**config.mk**
```make
export PLATFORM = sky130hd
export DESIGN_NAME = quadrature_encoder_speed
export DESIGN_NICKNAME = d
export VERILOG_FILES = /design/src/rtl/core/qes_pkg.sv /design/src/rtl/core/qes_ctrl.sv /design/src/rtl/core/qes_datapath.sv /design/src/rtl/core/quadrature_encoder_speed.sv
export SDC_FILE = /design/constraint.sdc
export NUM_CORES = 1
export LEC_CHECK = 0
export ABC_AREA = 1
export BUFFER_PORTS_ARGS = -buffer_cell sky130_fd_sc_hd__buf_2
export CAP_MARGIN = 20
export CORE_MARGIN = 4
export CORE_UTILIZATION = 40
export DETAILED_ROUTE_END_ITERATION = 6
export GPL_ROUTABILITY_DRIVEN = 0
export SETUP_SLACK_MARGIN = 0.15
export SLEW_MARGIN = 30
export SYNTH_ARGS = -nofsm -noshare
export SYNTH_HDL_FRONTEND = slang
export SYNTH_SLANG_ARGS = --single-unit
export TNS_END_PERCENT = 50
```
**constraint.sdc**
```tcl
create_clock -name aclk -period 17.61 [get_ports aclk]
set_clock_uncertainty 0.15 [all_clocks]
set_input_delay 0.8805 -clock aclk [delete_from_list [all_inputs] [get_ports aclk]]
set_output_delay 0.8805 -clock aclk [all_outputs]
set_load 0.02 [all_outputs]
```
**src/rtl/core/qes_pkg.sv**
```systemverilog
// shared types and constants for the quadrature encoder speed block
// used by qes_ctrl, qes_datapath and quadrature_encoder_speed; no dependencies
package qes_pkg;

    // internal widths of the position counter and of the time base
    localparam int COUNT_WIDTH = 32;
    localparam int TIME_WIDTH  = 32;

    // fixed field widths
    localparam int POS_W    = 32;
    localparam int DIR_W    = 2;
    localparam int PERIOD_W = 32;
    localparam int TS_W     = 32;
    localparam int WIN_W    = 16;
    localparam int SCALE_W  = 24;
    localparam int CFG_W    = 24;
    localparam int CFG_IDX_W = 1;
    localparam int DIV_CNT_W = $clog2(SCALE_W);

    // configuration reset values
    localparam logic [WIN_W-1:0]   STALL_WINDOW_RST = WIN_W'(5000);
    localparam logic [SCALE_W-1:0] SPEED_SCALE_RST  = SCALE_W'(600000);
    localparam logic [WIN_W-1:0]   WIN_MAX          = '1;

    // configuration register indexes
    localparam logic [CFG_IDX_W-1:0] REG_STALL_WINDOW = 1'b0;
    localparam logic [CFG_IDX_W-1:0] REG_SPEED_SCALE  = 1'b1;

    // request codes
    localparam logic REQ_EDGE = 1'b0;
    localparam logic REQ_TICK = 1'b1;

    // direction codes
    localparam logic [DIR_W-1:0] DIR_CW      = 2'd0;
    localparam logic [DIR_W-1:0] DIR_CCW     = 2'd1;
    localparam logic [DIR_W-1:0] DIR_UNKNOWN = 2'd2;

    // controller to datapath commands
    typedef struct packed {
        logic load;      // take the input beat, update state, start divide
        logic div_step;  // one restoring division step
        logic out_load;  // copy results into the output register
    } qes_cmd_t;

    // datapath to controller status
    typedef struct packed {
        logic div_last;  // current division step is the final one
    } qes_status_t;

endpackage

```
**src/rtl/core/qes_ctrl.sv**
```systemverilog
// sequencing state machine: accept, divide, hand result to output register
// depends on qes_pkg
module qes_ctrl
    import qes_pkg::*;
(
    input  logic        aclk,
    input  logic        aresetn,
    input  logic        s_valid,
    output logic        s_ready,
    output logic        m_valid,
    input  logic        m_ready,
    input  qes_status_t status,
    output qes_cmd_t    cmd
);

    typedef enum logic [2:0] {
        ST_IDLE = 3'b001,
        ST_DIV  = 3'b010,
        ST_DONE = 3'b100
    } state_t;

    state_t state_reg, state_next;
    logic   m_valid_reg, m_valid_next;
    logic   slot_free;

    assign slot_free = !m_valid_reg || m_ready;
    assign s_ready   = (state_reg == ST_IDLE);
    assign m_valid   = m_valid_reg;

    always_comb begin
        state_next   = state_reg;
        m_valid_next = m_valid_reg;
        cmd          = '0;
        if (m_valid_reg && m_ready) begin
            m_valid_next = 1'b0;
        end
        unique case (state_reg)
            ST_IDLE: begin
                if (s_valid) begin
                    cmd.load   = 1'b1;
                    state_next = ST_DIV;
                end
            end
            ST_DIV: begin
                cmd.div_step = 1'b1;
                if (status.div_last) begin
                    state_next = ST_DONE;
                end
            end
            ST_DONE: begin
                if (slot_free) begin
                    cmd.out_load = 1'b1;
                    m_valid_next = 1'b1;
                    state_next   = ST_IDLE;
                end
            end
            default: begin
                state_next = ST_IDLE;
            end
        endcase
    end

    always_ff @(posedge aclk) begin
        if (!aresetn) begin
            state_reg   <= ST_IDLE;
            m_valid_reg <= 1'b0;
        end else begin
            state_reg   <= state_next;
            m_valid_reg <= m_valid_next;
        end
    end

endmodule

```
**src/rtl/core/qes_datapath.sv**
```systemverilog
// encoder state, stall window, serial rpm divider and output register
// depends on qes_pkg
module qes_datapath
    import qes_pkg::*;
(
    input  logic                 aclk,
    input  logic                 aresetn,
    input  logic                 cfg_wr_en,
    input  logic [CFG_IDX_W-1:0] cfg_addr,
    input  logic [CFG_W-1:0]     cfg_wr_data,
    input  logic                 s_req_type,
    input  logic                 s_phase_b_level,
    input  logic [TS_W-1:0]      s_timestamp_us,
    input  qes_cmd_t             cmd,
    output qes_status_t          status,
    output logic signed [POS_W-1:0] m_position,
    output logic [DIR_W-1:0]     m_direction,
    output logic [PERIOD_W-1:0]  m_period_us,
    output logic [SCALE_W-1:0]   m_speed_rpm,
    output logic                 m_ready_res
);

    logic [WIN_W-1:0]       stall_window_reg;
    logic [SCALE_W-1:0]     speed_scale_reg;

    logic [COUNT_WIDTH-1:0] edge_count_reg, edge_count_next;
    logic [TIME_WIDTH-1:0]  last_time_reg, last_time_next;
    logic [TIME_WIDTH-1:0]  period_reg, period_next;
    logic [DIR_W-1:0]       dir_reg, dir_next;
    logic [COUNT_WIDTH-1:0] snapshot_reg, snapshot_next;
    logic [WIN_W-1:0]       timer_reg, timer_next;
    logic                   started_reg, started_next;

    logic [TIME_WIDTH-1:0]  ts;
    logic [WIN_W-1:0]       timer_inc;

    // divider: dividend bits shift out the top, quotient bits shift in
    logic [SCALE_W-1:0]     quo_reg, quo_next;
    logic [TIME_WIDTH-1:0]  rem_reg, rem_next;
    logic [DIV_CNT_W-1:0]   cnt_reg, cnt_next;
    logic [TIME_WIDTH:0]    rem_shift;
    logic                   fits;

    logic signed [POS_W-1:0] pos_val;
    logic [PERIOD_W-1:0]     period_val;

    generate
        if (TIME_WIDTH >= TS_W) begin : g_ts_wide
            assign ts = TIME_WIDTH'(s_timestamp_us);
        end else begin : g_ts_narrow
            assign ts = s_timestamp_us[TIME_WIDTH-1:0];
        end
        if (COUNT_WIDTH >= POS_W) begin : g_pos_wide
            assign pos_val = edge_count_reg[POS_W-1:0];
        end else begin : g_pos_narrow
            assign pos_val = {{(POS_W-COUNT_WIDTH){edge_count_reg[COUNT_WIDTH-1]}},
                              edge_count_reg};
        end
        if (TIME_WIDTH >= PERIOD_W) begin : g_per_wide
            assign period_val = period_reg[PERIOD_W-1:0];
        end else begin : g_per_narrow
            assign period_val = PERIOD_W'(period_reg);
        end
    endgenerate

    // configuration writes
    always_ff @(posedge aclk) begin
        if (!aresetn) begin
            stall_window_reg <= STALL_WINDOW_RST;
            speed_scale_reg  <= SPEED_SCALE_RST;
        end else if (cfg_wr_en) begin
            unique case (cfg_addr)
                REG_STALL_WINDOW: stall_window_reg <= cfg_wr_data[WIN_W-1:0];
                REG_SPEED_SCALE:  speed_scale_reg  <= cfg_wr_data[SCALE_W-1:0];
                default: ;
            endcase
        end
    end

    assign timer_inc = (timer_reg == WIN_MAX) ? timer_reg : timer_reg + 1'b1;

    // state update for one accepted beat
    always_comb begin
        edge_count_next = edge_count_reg;
        last_time_next  = last_time_reg;
        period_next     = period_reg;
        dir_next        = dir_reg;
        snapshot_next   = snapshot_reg;
        timer_next      = timer_reg;
        started_next    = started_reg;
        if (cmd.load) begin
            if (s_req_type == REQ_EDGE) begin
                period_next    = ts - last_time_reg;
                last_time_next = ts;
                if (s_phase_b_level) begin
                    dir_next        = DIR_CCW;
                    edge_count_next = edge_count_reg - 1'b1;
                end else begin
                    dir_next        = DIR_CW;
                    edge_count_next = edge_count_reg + 1'b1;
                end
            end else if (!started_reg) begin
                snapshot_next = edge_count_reg;
                started_next  = 1'b1;
                timer_next    = '0;
            end else begin
                timer_next = timer_inc;
                if (timer_inc >= stall_window_reg) begin
                    if (edge_count_reg == snapshot_reg) begin
                        period_next = '0;
                        dir_next    = DIR_UNKNOWN;
                    end
                    snapshot_next = edge_count_reg;
                    timer_next    = '0;
                end
            end
        end
    end

    always_ff @(posedge aclk) begin
        if (!aresetn) begin
            edge_count_reg <= '0;
            last_time_reg  <= '0;
            period_reg     <= '0;
            dir_reg        <= DIR_UNKNOWN;
            snapshot_reg   <= '0;
            timer_reg      <= '0;
            started_reg    <= 1'b0;
        end else begin
            edge_count_reg <= edge_count_next;
            last_time_reg  <= last_time_next;
            period_reg     <= period_next;
            dir_reg        <= dir_next;
            snapshot_reg   <= snapshot_next;
            timer_reg      <= timer_next;
            started_reg    <= started_next;
        end
    end

    // restoring division of speed_scale by the period, one bit per step
    assign rem_shift = {rem_reg, quo_reg[SCALE_W-1]};
    assign fits      = (rem_shift >= {1'b0, period_reg});
    assign status.div_last = (cnt_reg == DIV_CNT_W'(SCALE_W - 1));

    always_comb begin
        quo_next = quo_reg;
        rem_next = rem_reg;
        cnt_next = cnt_reg;
        if (cmd.load) begin
            quo_next = speed_scale_reg;
            rem_next = '0;
            cnt_next = '0;
        end else if (cmd.div_step) begin
            quo_next = {quo_reg[SCALE_W-2:0], fits};
            rem_next = fits ? TIME_WIDTH'(rem_shift - {1'b0, period_reg})
                            : rem_shift[TIME_WIDTH-1:0];
            cnt_next = cnt_reg + 1'b1;
        end
    end

    always_ff @(posedge aclk) begin
        if (!aresetn) begin
            cnt_reg <= '0;
        end else begin
            cnt_reg <= cnt_next;
        end
    end

    always_ff @(posedge aclk) begin
        quo_reg <= quo_next;
        rem_reg <= rem_next;
    end

    // output register
    always_ff @(posedge aclk) begin
        if (cmd.out_load) begin
            m_position  <= pos_val;
            m_direction <= dir_reg;
            m_period_us <= period_val;
            m_speed_rpm <= (period_reg == '0) ? '0 : quo_reg;
            m_ready_res <= started_reg;
        end
    end

endmodule

```
**src/rtl/core/quadrature_encoder_speed.sv**
```systemverilog
// top level of the x1 quadrature decoder with period-based rpm
// depends on qes_pkg, qes_ctrl and qes_datapath
//
// each input beat is either a phase a rising edge (phase b level and a
// microsecond timestamp) or a one millisecond tick, and yields exactly one
// result beat: signed position, direction (cw, ccw, unknown), edge period
// in microseconds and rpm = floor(speed_scale / period), 0 for a zero period.
// an edge counts down when phase b is high, up otherwise, and sets the
// period from the previous edge timestamp (wrapping). ticks run a stall
// window of stall_window_ms; the first tick only arms it and sets
// ready_res. if the position did not move over a window, period clears and
// direction goes unknown. the block handles one beat at a time: a beat is
// accepted, then runs through the bit-serial restoring divider (one
// quotient bit per cycle, one for each bit of the 24-bit speed_scale)
// and is then loaded into the output register. the input side reopens
// as soon as the result sits in the output register, so the next
// divide overlaps a stalled result beat. configuration is a plain write
// port: index 0 is stall_window_ms, index 1 is speed_scale; write only
// while the block is idle.
module quadrature_encoder_speed
    import qes_pkg::*;
(
    input  logic                    aclk,
    input  logic                    aresetn,
    // configuration
    input  logic                    cfg_wr_en,
    input  logic [CFG_IDX_W-1:0]    cfg_addr,
    input  logic [CFG_W-1:0]        cfg_wr_data,
    // input beats
    input  logic                    s_valid,
    output logic                    s_ready,
    input  logic                    s_req_type,
    input  logic                    s_phase_b_level,
    input  logic [TS_W-1:0]         s_timestamp_us,
    // result beats
    output logic                    m_valid,
    input  logic                    m_ready,
    output logic signed [POS_W-1:0] m_position,
    output logic [DIR_W-1:0]        m_direction,
    output logic [PERIOD_W-1:0]     m_period_us,
    output logic [SCALE_W-1:0]      m_speed_rpm,
    output logic                    m_ready_res
);

    qes_cmd_t    cmd;
    qes_status_t status;

    // sequencer: idle, divide, hand off to output register
    qes_ctrl u_ctrl (
        .aclk    (aclk),
        .aresetn (aresetn),
        .s_valid (s_valid),
        .s_ready (s_ready),
        .m_valid (m_valid),
        .m_ready (m_ready),
        .status  (status),
        .cmd     (cmd)
    );

    // encoder state, stall window, divider and result register
    qes_datapath u_datapath (
        .aclk            (aclk),
        .aresetn         (aresetn),
        .cfg_wr_en       (cfg_wr_en),
        .cfg_addr        (cfg_addr),
        .cfg_wr_data     (cfg_wr_data),
        .s_req_type      (s_req_type),
        .s_phase_b_level (s_phase_b_level),
        .s_timestamp_us  (s_timestamp_us),
        .cmd             (cmd),
        .status          (status),
        .m_position      (m_position),
        .m_direction     (m_direction),
        .m_period_us     (m_period_us),
        .m_speed_rpm     (m_speed_rpm),
        .m_ready_res     (m_ready_res)
    );

endmodule

```
==> reports/metrics.yaml <==
via_per_inst: 4.846
cts_hold_buf: 0
p_seq_share_pct: 26.7
slew_viol_final: 0
syn_inst: 3161
finalSetupTns_ns: 0
hold_depth: 0
wl_met1_mm: 28.56
clk_latency_ns: 0.58
grt_overflow_total: 0
r2r_end: "u_datapath.snapshot_reg[4]$_SDFFE_PN0P_"
async_flop_share_pct: 0
die_x_um: 238.5
r2r_cells: 22
antennaDiodeCount: 0
r2r_slack_ns: 13.29
p_int_uw: 2067
syn_area_mm2: 0.02126
worstSetupPathType: "flip-flop to flip-flop"
die_h_um: 238.5
synth_edf_count: 115
cp_data_arrival_time_ns: 4.68
worst_slew_pin_slew_ns: 0.8829
layout_common_cells: "nand2_1, inv_1, nor2_1"
dpl.cell_count: 3930
nets: 3463
core-area_mm2: 0.05255
cts.root.buffer_cell: "clkbuf_16"
grt_pass1_wl_mm: 94.73
drtIter0Drc: 1346
pwr-share-clk_pct: 23.2
maxCapViolations: 0
fmax_mhz: 231.2
period_share_pct: 24.56
instances_no_fill: 4005
hold_viol_final: 0
ys_types: 44
synth-seq-cells: 343
ys.flop_type: "dfxtp_1"
cts.sinks: 343
drc: 0
wl_per_cell_um: 14.72
initial_utilization_pct: 40.46
grtUsageTotal_pct: 20.40
cts-htree-levels: 2
cts_resized: 0
setup_viol: 0
cp-end-kind: "flip-flop"
wl_mm: 58.95
grt_max_degree: 115
holdWs_ns: 0.2646
yosysSeqAreaShare_pct: 37.71
rsz0062_at_grt: "no"
cts_tree: "done"
highest_layer: "met5"
max-vdd-ir-drop_mv: 0.1972
avgSynthCellArea_um2: 6.726
synth_fp_nets: 3339
crit_required_ns: 17.96
vias: 19410
row_count: 84
swShare_pct: 45.10
nFillCells: 5477
worstHoldStart: "u_datapath.period_reg[3]$_SDFFE_PN0P_"
status: "finished clean"
cp_max_fo: 32
hp-class: "flip-flop to flip-flop"
portBuffers: 156
hold_path_end: "u_datapath.m_period_us[3]$_DFFE_PP_"
drive_gt1_share_pct: 8.713
min_period_ns: 4.325
hpwl_mm: 44.66
post_dp_cell_area_mm2: 0.02265
io-pin-count: 157
antenna_found_initial: 2
clk_path_buf_depth: 3
r2r_start: "u_datapath.timer_reg[0]$_SDFFE_PN0P_"
dr_wl_met3_mm: 3.387
stdcell_area_mm2: 0.02406
switching_power_uw: 1698
post-cts-setup-buffer-count: 0
grt_pass1_vias: 17950
worstSetupStartpoint: "u_datapath.timer_reg[0]$_SDFFE_PN0P_"
power-per-cell-area_mw_per_mm2: 156.5
slew_headroom_pct: 41.14
path_clk_slew_ns: 0.06
cp-start-kind: "flip-flop"
area_growth_syn_to_layout_pct: 13.15
final_common_cell: "nand2_1"
ys_warn_count: 0
final_util_pct: 45.78
power_frac_comb_pct: 50.1
dieArea_mm2: 0.05690
numCtsBuffers: 41
dr_wl_met2_mm: 25.65
ant_nets: 0
dr.pass1.iters: 6
leakage_uw: 0.01209
[per-layer routing]
metal  vias to the layer above  global-route usage [%]
li1                      10260                       -
met1                      8647                   29.15
met2                       410                   32.33
met3                        90                   3.565
met4                         4                   4.908
met5                         -                       0
[through the flow]
stage               total power (uW)  worst slack (ns)
global placement                2886             13.39
detailed placement              2894             13.32
CTS                             3784             13.28
finish                          3765             13.29
floorplan                       2514             7.190
global route                    4093             12.79
[area by class of cell]
| type | count | area, um2 | share of cell area [%] |
|---|---|---|---|
| clock inverters | 23 | 255.2 | 1.061 |
| well taps | 688 | 860.8 | 3.578 |
| inverters | 535 | 2011 | 8.358 |
| multi-input cells | 2193 | 10870 | 45.20 |
| clock buffers | 52 | 1140 | 4.738 |
| flip-flops and latches | 343 | 8018 | 33.33 |
| repair buffers | 171 | 899.6 | 3.740 |
[power groups by stage]
stage / Clock [uW] / Combinational, uW / Sequential (uW)
after floorplan: 0 / 1510 / 1000
after global placement: 0 / 1870 / 1020
after detailed placement: 0 / 1870 / 1020
after CTS: 895 / 1880 / 1000
after global routing: 929 / 2150 / 1010
final: 873 / 1890 / 1000
[cell usage after synthesis (2+ instances only)]
| master | count | share of area, % |
|---|---|---|
| a21boi_0 | 4 | 0.14 |
| a21o_1 | 4 | 0.14 |
| a21oi_1 | 205 | 4.8 |
| a31oi_1 | 4 | 0.12 |
| and2_1 | 11 | 0.32 |
| and3_1 | 2 | 0.059 |
| buf_1 | 9 | 0.16 |
| buf_2 | 19 | 0.45 |
| buf_6 | 2 | 0.11 |
| buf_8 | 2 | 0.14 |
| clkbuf_1 | 58 | 1.0 |
| dfxtp_1 | 228 | 21 |
| edfxtp_1 | 115 | 16 |
| fa_1 | 3 | 0.28 |
| ha_1 | 111 | 6.5 |
| inv_1 | 522 | 9.2 |
| inv_2 | 12 | 0.21 |
| nand2_1 | 926 | 16 |
| nand2_2 | 11 | 0.32 |
| nand3_1 | 243 | 5.7 |
| nand3_2 | 8 | 0.38 |
| nand3b_1 | 10 | 0.35 |
| nand4_1 | 35 | 1.0 |
| nor2_1 | 324 | 5.7 |
| nor2_2 | 6 | 0.18 |
| nor2_4 | 4 | 0.21 |
| nor3_1 | 27 | 0.64 |
| nor3b_1 | 2 | 0.071 |
| nor4_1 | 5 | 0.15 |
| o211ai_1 | 9 | 0.32 |
| o21a_1 | 4 | 0.14 |
| o21ai_0 | 140 | 3.3 |
| o21ai_1 | 16 | 0.38 |
| o21bai_1 | 11 | 0.39 |
| or2_2 | 3 | 0.088 |
| xnor2_1 | 31 | 1.3 |
| xor2_1 | 28 | 1.2 |
[worst max path at each step]
stage                                                    end  cells after the start
floorplan                u_datapath.m_direction[0]$_DFFE_PP_                      2
detailed placement   u_datapath.snapshot_reg[4]$_SDFFE_PN0P_                     22
CTS                  u_datapath.snapshot_reg[4]$_SDFFE_PN0P_                     22
global route         u_datapath.snapshot_reg[4]$_SDFFE_PN0P_                     22
global placement    u_datapath.snapshot_reg[28]$_SDFFE_PN0P_                     22
finish               u_datapath.snapshot_reg[4]$_SDFFE_PN0P_                     22
[worst max-delay path, cell delays in order, from the launching register on]
cell and delay [ns]:
dfxtp_1 0.42, ha_1 0.25, inv_1 0.05, nor2_1 0.17, nand2_1 0.12, nor2_1 0.21
inv_1 0.24, o21ai_0 0.20, inv_1 0.08, ha_1 0.29, inv_1 0.04, o21bai_1 0.11
nand2_1 0.06, nand2_1 0.06, nand2_1 0.04, nand2_1 0.05, nand2_1 0.06, nand4_1 0.09
buf_4 0.35, nand2_1 0.57, inv_2 0.45, nor2_1 0.07, nor2_1 0.11
[cell families after synthesis]
kind of cell | after synthesis | synth area share [%]
AND/OR/NAND/NOR | 1622 | 31.94
XOR/XNOR | 59 | 2.431
flip-flops | 343 | 37.71
AO/OA/AOI/OAI | 398 | 9.781
adder cells (fa/ha/maj) | 114 | 6.815
buffers and inverters | 625 | 11.32
(Power assumes the default switching activity.)
